===== config.mk =====
export PLATFORM = sky130hd
export DESIGN_NAME = msp_v2_frame_parser_top_flat
export DESIGN_NICKNAME = d
export VERILOG_FILES = /design/src/sv/mspf_pkg.sv /design/src/sv/mspf_in_if.sv /design/src/sv/mspf_out_if.sv /design/src/sv/msp_v2_frame_parser_top.sv /design/src/flat_wrapper.sv
export SDC_FILE = /design/constraint.sdc
export NUM_CORES = 1
export LEC_CHECK = 0
export BUFFER_PORTS_ARGS = -buffer_cell sky130_fd_sc_hd__buf_2
export CAP_MARGIN = 20
export CORE_ASPECT_RATIO = 0.6
export CORE_MARGIN = 10
export CORE_UTILIZATION = 59
export CTS_BUF_LIST = sky130_fd_sc_hd__clkbuf_16
export DETAILED_ROUTE_END_ITERATION = 12
export GPL_TIMING_DRIVEN = 0
export PLACE_DENSITY = 0.81
export SYNTH_ARGS = -nofsm -noshare
export SYNTH_HDL_FRONTEND = slang
export SYNTH_SLANG_ARGS = --single-unit

===== constraint.sdc =====
create_clock -name clk -period 15.68 [get_ports clk]
set_input_delay 0 -clock clk [delete_from_list [all_inputs] [get_ports clk]]
set_output_delay 0 -clock clk [all_outputs]
set_load 0.02 [all_outputs]

===== src/sv/mspf_pkg.sv =====
// Shared types, character codes and the CRC-8 helper for the MSP v2 frame parser.
// No dependencies.
`timescale 1ns / 1ps

package mspf_pkg;

  // Parser phases
  typedef enum logic [3:0] {
    PH_IDLE    = 4'd0,
    PH_DOLLAR  = 4'd1,
    PH_X       = 4'd2,
    PH_FLAG    = 4'd3,
    PH_FUNC_LO = 4'd4,
    PH_FUNC_HI = 4'd5,
    PH_SIZE_LO = 4'd6,
    PH_SIZE_HI = 4'd7,
    PH_PAYLOAD = 4'd8,
    PH_CRC     = 4'd9
  } phase_t;

  // Framing characters
  localparam logic [7:0] CH_DOLLAR = 8'h24;  // '$'
  localparam logic [7:0] CH_X      = 8'h58;  // 'X'
  localparam logic [7:0] CH_LT     = 8'h3C;  // '<'
  localparam logic [7:0] CH_GT     = 8'h3E;  // '>'
  localparam logic [7:0] CH_BANG   = 8'h21;  // '!'

  // Direction codes
  localparam logic [1:0] DIR_REQUEST = 2'd0;
  localparam logic [1:0] DIR_REPLY   = 2'd1;
  localparam logic [1:0] DIR_ERROR   = 2'd2;

  // Result kinds
  localparam logic RK_PAYLOAD   = 1'b0;
  localparam logic RK_FRAME_END = 1'b1;

  localparam logic [7:0]  CRC_POLY       = 8'hD5;
  localparam logic [15:0] SIZE_LIMIT_RST = 16'd256;

  typedef struct packed {
    logic        result_kind;
    logic [7:0]  payload_byte;
    logic [15:0] payload_index;
    logic [1:0]  direction;
    logic [7:0]  flag_byte;
    logic [15:0] function_id;
    logic [15:0] payload_size;
    logic        crc_ok;
    logic [31:0] good_frames;
    logic [31:0] bad_frames;
  } res_t;

  // CRC-8/DVB-S2 over one byte, MSB first
  function automatic logic [7:0] crc8_update(input logic [7:0] crc, input logic [7:0] b);
    logic [7:0] c;
    c = crc ^ b;
    for (int k = 0; k < 8; k++) begin
      if (c[7]) begin
        c = {c[6:0], 1'b0} ^ CRC_POLY;
      end else begin
        c = {c[6:0], 1'b0};
      end
    end
    return c;
  endfunction

endpackage


===== src/sv/mspf_in_if.sv =====
// Input channel of the MSP v2 frame parser: one received byte per transaction.
// No dependencies.
`timescale 1ns / 1ps

interface mspf_in_if;
  logic       valid;
  logic       ready;
  logic [7:0] rx_byte;

  modport source (output valid, output rx_byte, input ready);
  modport sink   (input valid, input rx_byte, output ready);
endinterface


===== src/sv/mspf_out_if.sv =====
// Result channel of the MSP v2 frame parser: payload bytes and frame-end records.
// No dependencies.
`timescale 1ns / 1ps

interface mspf_out_if;
  logic        valid;
  logic        ready;
  logic        result_kind;
  logic [7:0]  payload_byte;
  logic [15:0] payload_index;
  logic [1:0]  direction;
  logic [7:0]  flag_byte;
  logic [15:0] function_id;
  logic [15:0] payload_size;
  logic        crc_ok;
  logic [31:0] good_frames;
  logic [31:0] bad_frames;

  modport source (
    output valid, output result_kind, output payload_byte, output payload_index,
    output direction, output flag_byte, output function_id, output payload_size,
    output crc_ok, output good_frames, output bad_frames,
    input ready
  );
  modport sink (
    input valid, input result_kind, input payload_byte, input payload_index,
    input direction, input flag_byte, input function_id, input payload_size,
    input crc_ok, input good_frames, input bad_frames,
    output ready
  );
endinterface


===== src/sv/msp_v2_frame_parser_top.sv =====
// MSP v2 frame parser top level: framing state machine, CRC-8 and result register.
// Depends on mspf_pkg, mspf_in_if and mspf_out_if.
`timescale 1ns / 1ps

// The parser takes one received byte per transaction and follows MSP v2 framing:
// '$', 'X', a direction byte ('<', '>' or '!'), the flag, a little-endian
// function code and payload size, the payload, then one CRC-8/DVB-S2 byte that
// covers flag through payload. Every payload byte leaves as its own result with
// its index; the CRC byte produces a frame-end result with the header, crc_ok
// and the running good and bad frame counts (both wrap at 32 bits). Frames whose
// declared size exceeds the size limit register are dropped without a result,
// and the parser goes back to hunting for '$'. Drop the streamed payload
// downstream when crc_ok is 0. The state update and the CRC step run between
// the state registers and a single result register, so a byte is accepted
// every cycle as long as the result register is empty or is being read in
// that same cycle. The size limit resets to 256; write it while the parser
// is idle. It is sampled when the high size byte arrives.
module msp_v2_frame_parser_top import mspf_pkg::*; (
  input  logic        clk,
  input  logic        rst,
  input  logic        cfg_we,
  input  logic [15:0] cfg_wdata,
  mspf_in_if.sink     rx_chan,
  mspf_out_if.source  res_chan
);

  // Parser state
  phase_t      phase;
  phase_t      phase_next;
  logic [1:0]  frame_direction;
  logic [1:0]  frame_direction_next;
  logic [7:0]  frame_flag;
  logic [7:0]  frame_flag_next;
  logic [15:0] frame_function;
  logic [15:0] frame_function_next;
  logic [15:0] frame_size;
  logic [15:0] frame_size_next;
  logic [15:0] bytes_received;
  logic [15:0] bytes_received_next;
  logic [7:0]  running_crc;
  logic [7:0]  running_crc_next;
  logic [31:0] good_count;
  logic [31:0] good_count_next;
  logic [31:0] bad_count;
  logic [31:0] bad_count_next;
  logic [15:0] size_limit;

  // Result register
  logic        res_valid;
  res_t        res;
  res_t        res_next;
  logic        emit;

  logic        accept;
  logic [7:0]  b;
  logic [7:0]  crc_step;
  logic [15:0] size_full;
  logic [15:0] received_inc;
  logic        crc_match;

  // Take a new byte whenever the result register is free or drains this cycle
  assign rx_chan.ready = !res_valid || res_chan.ready;
  assign accept        = rx_chan.valid && rx_chan.ready;
  assign b             = rx_chan.rx_byte;

  assign crc_step     = crc8_update(running_crc, b);
  assign size_full    = {b, frame_size[7:0]};
  assign received_inc = bytes_received + 16'd1;
  assign crc_match    = (b == running_crc);

  // Next phase
  always_comb begin
    phase_next = phase;
    case (phase)
      PH_DOLLAR:  phase_next = (b == CH_X) ? PH_X : PH_IDLE;
      PH_X: begin
        if (b inside {CH_LT, CH_GT, CH_BANG}) begin
          phase_next = PH_FLAG;
        end else begin
          phase_next = PH_IDLE;
        end
      end
      PH_FLAG:    phase_next = PH_FUNC_LO;
      PH_FUNC_LO: phase_next = PH_FUNC_HI;
      PH_FUNC_HI: phase_next = PH_SIZE_LO;
      PH_SIZE_LO: phase_next = PH_SIZE_HI;
      PH_SIZE_HI: begin
        // Oversize frames resynchronize silently
        if (size_full > size_limit) begin
          phase_next = PH_IDLE;
        end else if (size_full == 16'd0) begin
          phase_next = PH_CRC;
        end else begin
          phase_next = PH_PAYLOAD;
        end
      end
      PH_PAYLOAD: phase_next = (received_inc == frame_size) ? PH_CRC : PH_PAYLOAD;
      PH_CRC:     phase_next = PH_IDLE;
      default:    phase_next = (b == CH_DOLLAR) ? PH_DOLLAR : PH_IDLE;
    endcase
  end

  // Frame fields, CRC, counters and result
  always_comb begin
    frame_direction_next = frame_direction;
    frame_flag_next      = frame_flag;
    frame_function_next  = frame_function;
    frame_size_next      = frame_size;
    bytes_received_next  = bytes_received;
    running_crc_next     = running_crc;
    good_count_next      = good_count;
    bad_count_next       = bad_count;
    emit                 = 1'b0;
    res_next             = '0;
    case (phase)
      PH_X: begin
        if (b == CH_LT) begin
          frame_direction_next = DIR_REQUEST;
        end else if (b == CH_GT) begin
          frame_direction_next = DIR_REPLY;
        end else begin
          frame_direction_next = DIR_ERROR;
        end
        // Field values only matter once the direction byte is valid
        if (b inside {CH_LT, CH_GT, CH_BANG}) begin
          running_crc_next    = 8'd0;
          bytes_received_next = 16'd0;
        end else begin
          frame_direction_next = frame_direction;
        end
      end
      PH_FLAG: begin
        frame_flag_next  = b;
        running_crc_next = crc_step;
      end
      PH_FUNC_LO: begin
        frame_function_next = {8'd0, b};
        running_crc_next    = crc_step;
      end
      PH_FUNC_HI: begin
        frame_function_next = {b, frame_function[7:0]};
        running_crc_next    = crc_step;
      end
      PH_SIZE_LO: begin
        frame_size_next  = {8'd0, b};
        running_crc_next = crc_step;
      end
      PH_SIZE_HI: begin
        frame_size_next  = size_full;
        running_crc_next = crc_step;
      end
      PH_PAYLOAD: begin
        emit                   = 1'b1;
        res_next.result_kind   = RK_PAYLOAD;
        res_next.payload_byte  = b;
        res_next.payload_index = bytes_received;
        running_crc_next       = crc_step;
        bytes_received_next    = received_inc;
      end
      PH_CRC: begin
        emit = 1'b1;
        if (crc_match) begin
          good_count_next = good_count + 32'd1;
        end else begin
          bad_count_next = bad_count + 32'd1;
        end
        res_next.result_kind  = RK_FRAME_END;
        res_next.direction    = frame_direction;
        res_next.flag_byte    = frame_flag;
        res_next.function_id  = frame_function;
        res_next.payload_size = frame_size;
        res_next.crc_ok       = crc_match;
        res_next.good_frames  = good_count_next;
        res_next.bad_frames   = bad_count_next;
      end
      default: begin
        emit = 1'b0;
      end
    endcase
  end

  // Control and state registers
  always_ff @(posedge clk) begin
    if (rst) begin
      phase           <= PH_IDLE;
      frame_direction <= 2'd0;
      frame_flag      <= 8'd0;
      frame_function  <= 16'd0;
      frame_size      <= 16'd0;
      bytes_received  <= 16'd0;
      running_crc     <= 8'd0;
      good_count      <= 32'd0;
      bad_count       <= 32'd0;
      size_limit      <= SIZE_LIMIT_RST;
      res_valid       <= 1'b0;
    end else begin
      if (cfg_we) begin
        size_limit <= cfg_wdata;
      end
      if (accept) begin
        phase           <= phase_next;
        frame_direction <= frame_direction_next;
        frame_flag      <= frame_flag_next;
        frame_function  <= frame_function_next;
        frame_size      <= frame_size_next;
        bytes_received  <= bytes_received_next;
        running_crc     <= running_crc_next;
        good_count      <= good_count_next;
        bad_count       <= bad_count_next;
        res_valid       <= emit;
      end else if (res_chan.ready) begin
        // Drop the result once it has been taken
        res_valid <= 1'b0;
      end
    end
  end

  // Result payload: load on every accepted byte that produces a result
  always_ff @(posedge clk) begin
    if (accept && emit) begin
      res <= res_next;
    end
  end

  assign res_chan.valid         = res_valid;
  assign res_chan.result_kind   = res.result_kind;
  assign res_chan.payload_byte  = res.payload_byte;
  assign res_chan.payload_index = res.payload_index;
  assign res_chan.direction     = res.direction;
  assign res_chan.flag_byte     = res.flag_byte;
  assign res_chan.function_id   = res.function_id;
  assign res_chan.payload_size  = res.payload_size;
  assign res_chan.crc_ok        = res.crc_ok;
  assign res_chan.good_frames   = res.good_frames;
  assign res_chan.bad_frames    = res.bad_frames;

`ifndef ASSERT_OFF
  // Payload phase never runs past the declared size
  a_payload_bound: assert property (@(posedge clk) disable iff (rst)
    (phase == PH_PAYLOAD) |-> (bytes_received < frame_size))
    else $error("payload counter reached frame size inside payload phase");

  // A pending payload result belongs to the current frame
  a_index_in_frame: assert property (@(posedge clk) disable iff (rst)
    (res_valid && res.result_kind == RK_PAYLOAD) |-> (res.payload_index < frame_size))
    else $error("payload index outside frame");

  // A pending frame-end result carries the live counters
  a_counts_match: assert property (@(posedge clk) disable iff (rst)
    (res_valid && res.result_kind == RK_FRAME_END) |->
      (res.good_frames == good_count && res.bad_frames == bad_count))
    else $error("frame-end counters disagree with running counts");

  // A stalled result blocks new input
  a_stall_blocks: assert property (@(posedge clk) disable iff (rst)
    (res_valid && !res_chan.ready) |-> !rx_chan.ready)
    else $error("byte accepted while result register is stalled");
`endif

endmodule

===== src/flat_wrapper.sv =====
// flat-port wrapper written by rule: the top's interface ports become plain ports
module msp_v2_frame_parser_top_flat import mspf_pkg::*;
  (clk, rst, cfg_we, cfg_wdata, rx_chan_valid, rx_chan_rx_byte, rx_chan_ready, res_chan_valid, res_chan_result_kind, res_chan_payload_byte, res_chan_payload_index, res_chan_direction, res_chan_flag_byte, res_chan_function_id, res_chan_payload_size, res_chan_crc_ok, res_chan_good_frames, res_chan_bad_frames, res_chan_ready);
  mspf_in_if rx_chan_i ();
  mspf_out_if res_chan_i ();
  input  logic clk;
  input  logic rst;
  input  logic cfg_we;
  input  logic [15:0] cfg_wdata;
  input wire logic [$bits(rx_chan_i.valid)-1:0] rx_chan_valid;
  input wire logic [$bits(rx_chan_i.rx_byte)-1:0] rx_chan_rx_byte;
  output wire logic [$bits(rx_chan_i.ready)-1:0] rx_chan_ready;
  output wire logic [$bits(res_chan_i.valid)-1:0] res_chan_valid;
  output wire logic [$bits(res_chan_i.result_kind)-1:0] res_chan_result_kind;
  output wire logic [$bits(res_chan_i.payload_byte)-1:0] res_chan_payload_byte;
  output wire logic [$bits(res_chan_i.payload_index)-1:0] res_chan_payload_index;
  output wire logic [$bits(res_chan_i.direction)-1:0] res_chan_direction;
  output wire logic [$bits(res_chan_i.flag_byte)-1:0] res_chan_flag_byte;
  output wire logic [$bits(res_chan_i.function_id)-1:0] res_chan_function_id;
  output wire logic [$bits(res_chan_i.payload_size)-1:0] res_chan_payload_size;
  output wire logic [$bits(res_chan_i.crc_ok)-1:0] res_chan_crc_ok;
  output wire logic [$bits(res_chan_i.good_frames)-1:0] res_chan_good_frames;
  output wire logic [$bits(res_chan_i.bad_frames)-1:0] res_chan_bad_frames;
  input wire logic [$bits(res_chan_i.ready)-1:0] res_chan_ready;
  assign rx_chan_i.valid = rx_chan_valid;
  assign rx_chan_i.rx_byte = rx_chan_rx_byte;
  assign rx_chan_ready = rx_chan_i.ready;
  assign res_chan_valid = res_chan_i.valid;
  assign res_chan_result_kind = res_chan_i.result_kind;
  assign res_chan_payload_byte = res_chan_i.payload_byte;
  assign res_chan_payload_index = res_chan_i.payload_index;
  assign res_chan_direction = res_chan_i.direction;
  assign res_chan_flag_byte = res_chan_i.flag_byte;
  assign res_chan_function_id = res_chan_i.function_id;
  assign res_chan_payload_size = res_chan_i.payload_size;
  assign res_chan_crc_ok = res_chan_i.crc_ok;
  assign res_chan_good_frames = res_chan_i.good_frames;
  assign res_chan_bad_frames = res_chan_i.bad_frames;
  assign res_chan_i.ready = res_chan_ready;
  msp_v2_frame_parser_top u_core (.clk(clk), .rst(rst), .cfg_we(cfg_we), .cfg_wdata(cfg_wdata), .rx_chan(rx_chan_i), .res_chan(res_chan_i));
endmodule

==> metrics.md <==
| Metric | Value |
|---|---|
| Clock slew at reported path FFs | 0.07 ns |
| Top_reg_cell synth | dfxtp_1 |
| Commonest cells after routing, fill and taps aside | nor2_1 (199), buf_2 (173), dfxtp_1 (151), edfxtp_1 (132), xor2_1 (85) |
| Die Span Y | 137 um |
| Antenna viol nets, final | 0 |
| Critical path data arrival time | 3.77 ns |
| Fin crit share | 0.214 |
| Hold path depth | 4 |
| Syn avg cell area | 9.86 um^2 |
| RSZ-0062 raised after global routing | false |
| Violation count after the first detailed-route iteration | 1368 |
| Async SR Flop Fraction | 0 |
| Startpoint Class | register |
| Seq pwr share | 0.539 |
| Port bufs | 160 |
| RD Place Congestion | 0.964 |
| CTS tree | yes |
| Gate power share | 0.043 |
| Core area | 0.0223 mm^2 |
| Site Rows | 42 |
| Register area share after synthesis | 0.516 |
| Sink Count | 283 |
| Crit Path Class | reg2reg |
| Largest net degree at the start of global routing | 17 |
| Initial antenna violation count | 1 |
| R2r startpoint | u_core.phase[0] |
| Synthesized net count | 1424 |
| Commonest non-fill, non-tap cell in the layout | nor2_1 |
| Clock root buffer | clkbuf_16 |
| Grt ovf | 0 |
| Final Power | 1430 uW |
| Worst Tran Pin Value | 1.09 ns |
| Worst-skew pair later-pin latency | 0.55 ns |
| Fmax | 298 MHz |
| Hold Fails Final Rpt | 0 |
| Share of post-route cells with drive strength above 1 | 0.152 |
| Hold Worst Slack | 0.0263 ns |
| Switching share of total power | 0.221 |
| Final net count | 1657 |
| Slew Viols, Final | 0 |
| Via Count | 11500 |
| Crit end category | register |
| R2R Path End | u_core.good_count[20] |
| R2r setup slk | 12.32 ns |
| P per Cell Area | 89.5 mW/mm^2 |
| Vias/cell | 5.95 |
| Synth Instances | 1375 |
| Total CTS buffers | 26 |
| First-pass DRT Iterations | 5 |
| R2R cell count | 8 |
| Worst Path Required | 16.10 ns |
| Final min period | 3.36 ns |
| Synth cell types | 64 |
| Status | finished, final reports clean |
| Number of synthesized flops with an enable pin | 132 |
| Post_cts resized | 0 |
| # setup viols final | 0 |
| Wire length per cell | 20.1 um |
| Chip Width | 216 um |
| Area grow syn2layout | 17.7% |
| Area taken by multi-input logic gates | 0.00606 mm^2 |
| Initial Util | 0.607 |
| Top Ports | 163 |
| Net Sw Power | 316 uW |
| Clock share of power | 0.418 |
| P_int | 1110 uW |
| Static leakage | 0.00586 uW |
| Hpwl dp | 28700 um |
| Hold crit path type | in2reg |
| Rel. slew slack | 0.269 |
| Synthesis-stage register bit count | 283 |
| Die Area | 0.0296 mm^2 |
| Hold Crit Start | rx_chan_rx_byte[5] |
| CP Max Fanout | 10 |
| Drt drc | 0 |
| First-pass GRT wire length | 60800 um |
| Max_cap viols | 0 |
| Vias in the first global route | 10800 |
| DRT Wirelength | 38900 um |
| H-tree depth | 1 |
| Max clock buf depth | 3 |
| Synth warn | 0 |
| FF/Latch Area | 0.00699 mm^2 |
| Peak supply drop | 77.7 uV |
| Setup Skew | 0.00935 ns |
| Mapped Area | 0.0136 mm^2 |
| Filler cell count | 1670 |
| Gr usage total | 0.256 |
| WHS Endpoint | u_core.frame_size[5] |
==> routing by layer <==
metal  vias up  GRT usage  part of all wire  routed length [um]
li1       5310          -                 -                   -
met1      5494      0.388              0.46               17800
met2       674      0.356              0.40               15700
met3        54     0.0729              0.13                4870
met4         2     0.0455             0.015                 568
met5         -          0           0.00033                  13
==> cell usage after synthesis, types with 3 or more instances <==
library cell / count / area [um^2]
a211o_1: 4 / 35.0
mux2i_1: 34 / 340
o2111ai_1: 5 / 43.8
nand4_1: 46 / 288
nand2_1: 74 / 278
or4_1: 4 / 30.0
nor2b_1: 4 / 25.0
xor2_1: 85 / 744
xnor2_1: 63 / 552
or3_1: 23 / 144
or2_2: 3 / 18.8
edfxtp_1: 132 / 3960
dfxtp_1: 151 / 3020
and4_1: 12 / 105
and3_1: 34 / 213
a31oi_1: 4 / 25.0
buf_2: 13 / 65.1
buf_1: 3 / 11.3
ha_1: 20 / 250
o31a_1: 3 / 26.3
nand2b_1: 3 / 18.8
nor4_1: 16 / 100
o21ai_0: 47 / 235
a211oi_1: 5 / 37.5
clkbuf_1: 70 / 263
nand3_1: 75 / 375
nand3b_1: 4 / 30.0
inv_1: 34 / 128
nor3b_1: 3 / 22.5
xnor3_1: 3 / 67.6
and2_1: 54 / 338
o211ai_1: 5 / 37.5
buf_6: 4 / 45.0
nor3_2: 4 / 40.0
nor2_1: 199 / 747
nor3_1: 25 / 125
a21oi_1: 67 / 335
==> area by class of cell <==
class | instances | area share
Sequential cell | 283 | 0.438
Multi-Input combinational cell | 967 | 0.380
Timing Repair Buffer | 205 | 0.0763
Clock buffer | 28 | 0.0439
Tap cell | 308 | 0.0242
Buffer | 90 | 0.0241
Inverter | 35 | 0.00824
Clock inverter | 20 | 0.00541
Antenna cell | 1 | 0.000157
==> worst max-delay path, cell delays in order, from the launching register on <==
cell       delay [ns]
dfxtp_1          0.32
buf_2            0.19
nand4bb_1        0.12
clkbuf_1         0.27
nor3_2           0.79
nand4_1          0.70
nor4b_1          0.61
xnor2_1          0.18
nor2_1           0.05
==> power groups by stage <==
| stage | Clock [uW] | Combinational (uW) | Sequential [uW] |
|---|---|---|---|
| 2_1_floorplan | 0 | 35.9 | 785 |
| 3_3_place_gp | 0 | 52.7 | 786 |
| 3_5_place_dp | 0 | 53.9 | 786 |
| 4_1_cts | 601 | 60.0 | 770 |
| 5_1_grt | 629 | 66.6 | 769 |
| 6_report | 597 | 61.7 | 770 |
==> registers in the layout, summed over array words and instances (netlist names), 2 cells and up <==
| register | flops |
|---|---|
| u_core.bad_count | 32 |
| u_core.good_count | 32 |
| u_core.res_chan.bad_frames | 32 |
| u_core.res_chan.good_frames | 32 |
| u_core.bytes_received | 16 |
| u_core.frame_function | 16 |
| u_core.frame_size | 16 |
| u_core.res_chan.function_id | 16 |
| u_core.res_chan.payload_index | 16 |
| u_core.res_chan.payload_size | 16 |
| u_core.size_limit | 16 |
| u_core.frame_flag | 8 |
| u_core.res_chan.flag_byte | 8 |
| u_core.res_chan.payload_byte | 8 |
| u_core.running_crc | 8 |
| u_core.phase | 4 |
| u_core.frame_direction | 2 |
| u_core.res_chan.direction | 2 |
==> how the worst max path moves through the flow <==
stage                           from                       endpoint
3_3_place_gp   u_core.res_chan.valid  u_core.res_chan.bad_frames[5]
4_1_cts              u_core.phase[0]          u_core.good_count[20]
5_1_grt              u_core.phase[0]          u_core.good_count[20]
6_report             u_core.phase[0]          u_core.good_count[20]
3_5_place_dp         u_core.phase[0]          u_core.good_count[20]
2_1_floorplan  u_core.res_chan.valid  u_core.res_chan.bad_frames[0]
==> metrics by stage <==
stage | TNS [ns] | instance area [um^2] | setup WS (ns) | util | instances
2_1_floorplan | 0 | 13600 | 1.14 | - | 1375
3_3_place_gp | -483.94 | 14700 | -3.66 | 0.660 | 1843
3_5_place_dp | 0 | 14900 | 12.50 | 0.666 | 1860
4_1_cts | 0 | 15900 | 12.48 | 0.714 | 1936
5_1_grt | 0 | 15900 | 12.22 | 0.714 | 1936
6_report | 0 | 15900 | 12.32 | 0.714 | 1937
==> kinds of logic after synthesis <==
family / after synthesis / synth area share
simple gates: 595 / 0.224
xor+xnor: 154 / 0.105
fa+ha+maj: 20 / 0.0185
compound gates: 163 / 0.0725
mux: 35 / 0.0259
buf+inv: 125 / 0.0380
flops: 283 / 0.516
==> timing repair <==
action | CTS | global route
hold buffers | 28 | 0
setup buffers | 0 | 0
endpoints found under the hold margin | 34 | 0
(Power assumes the default switching activity.)
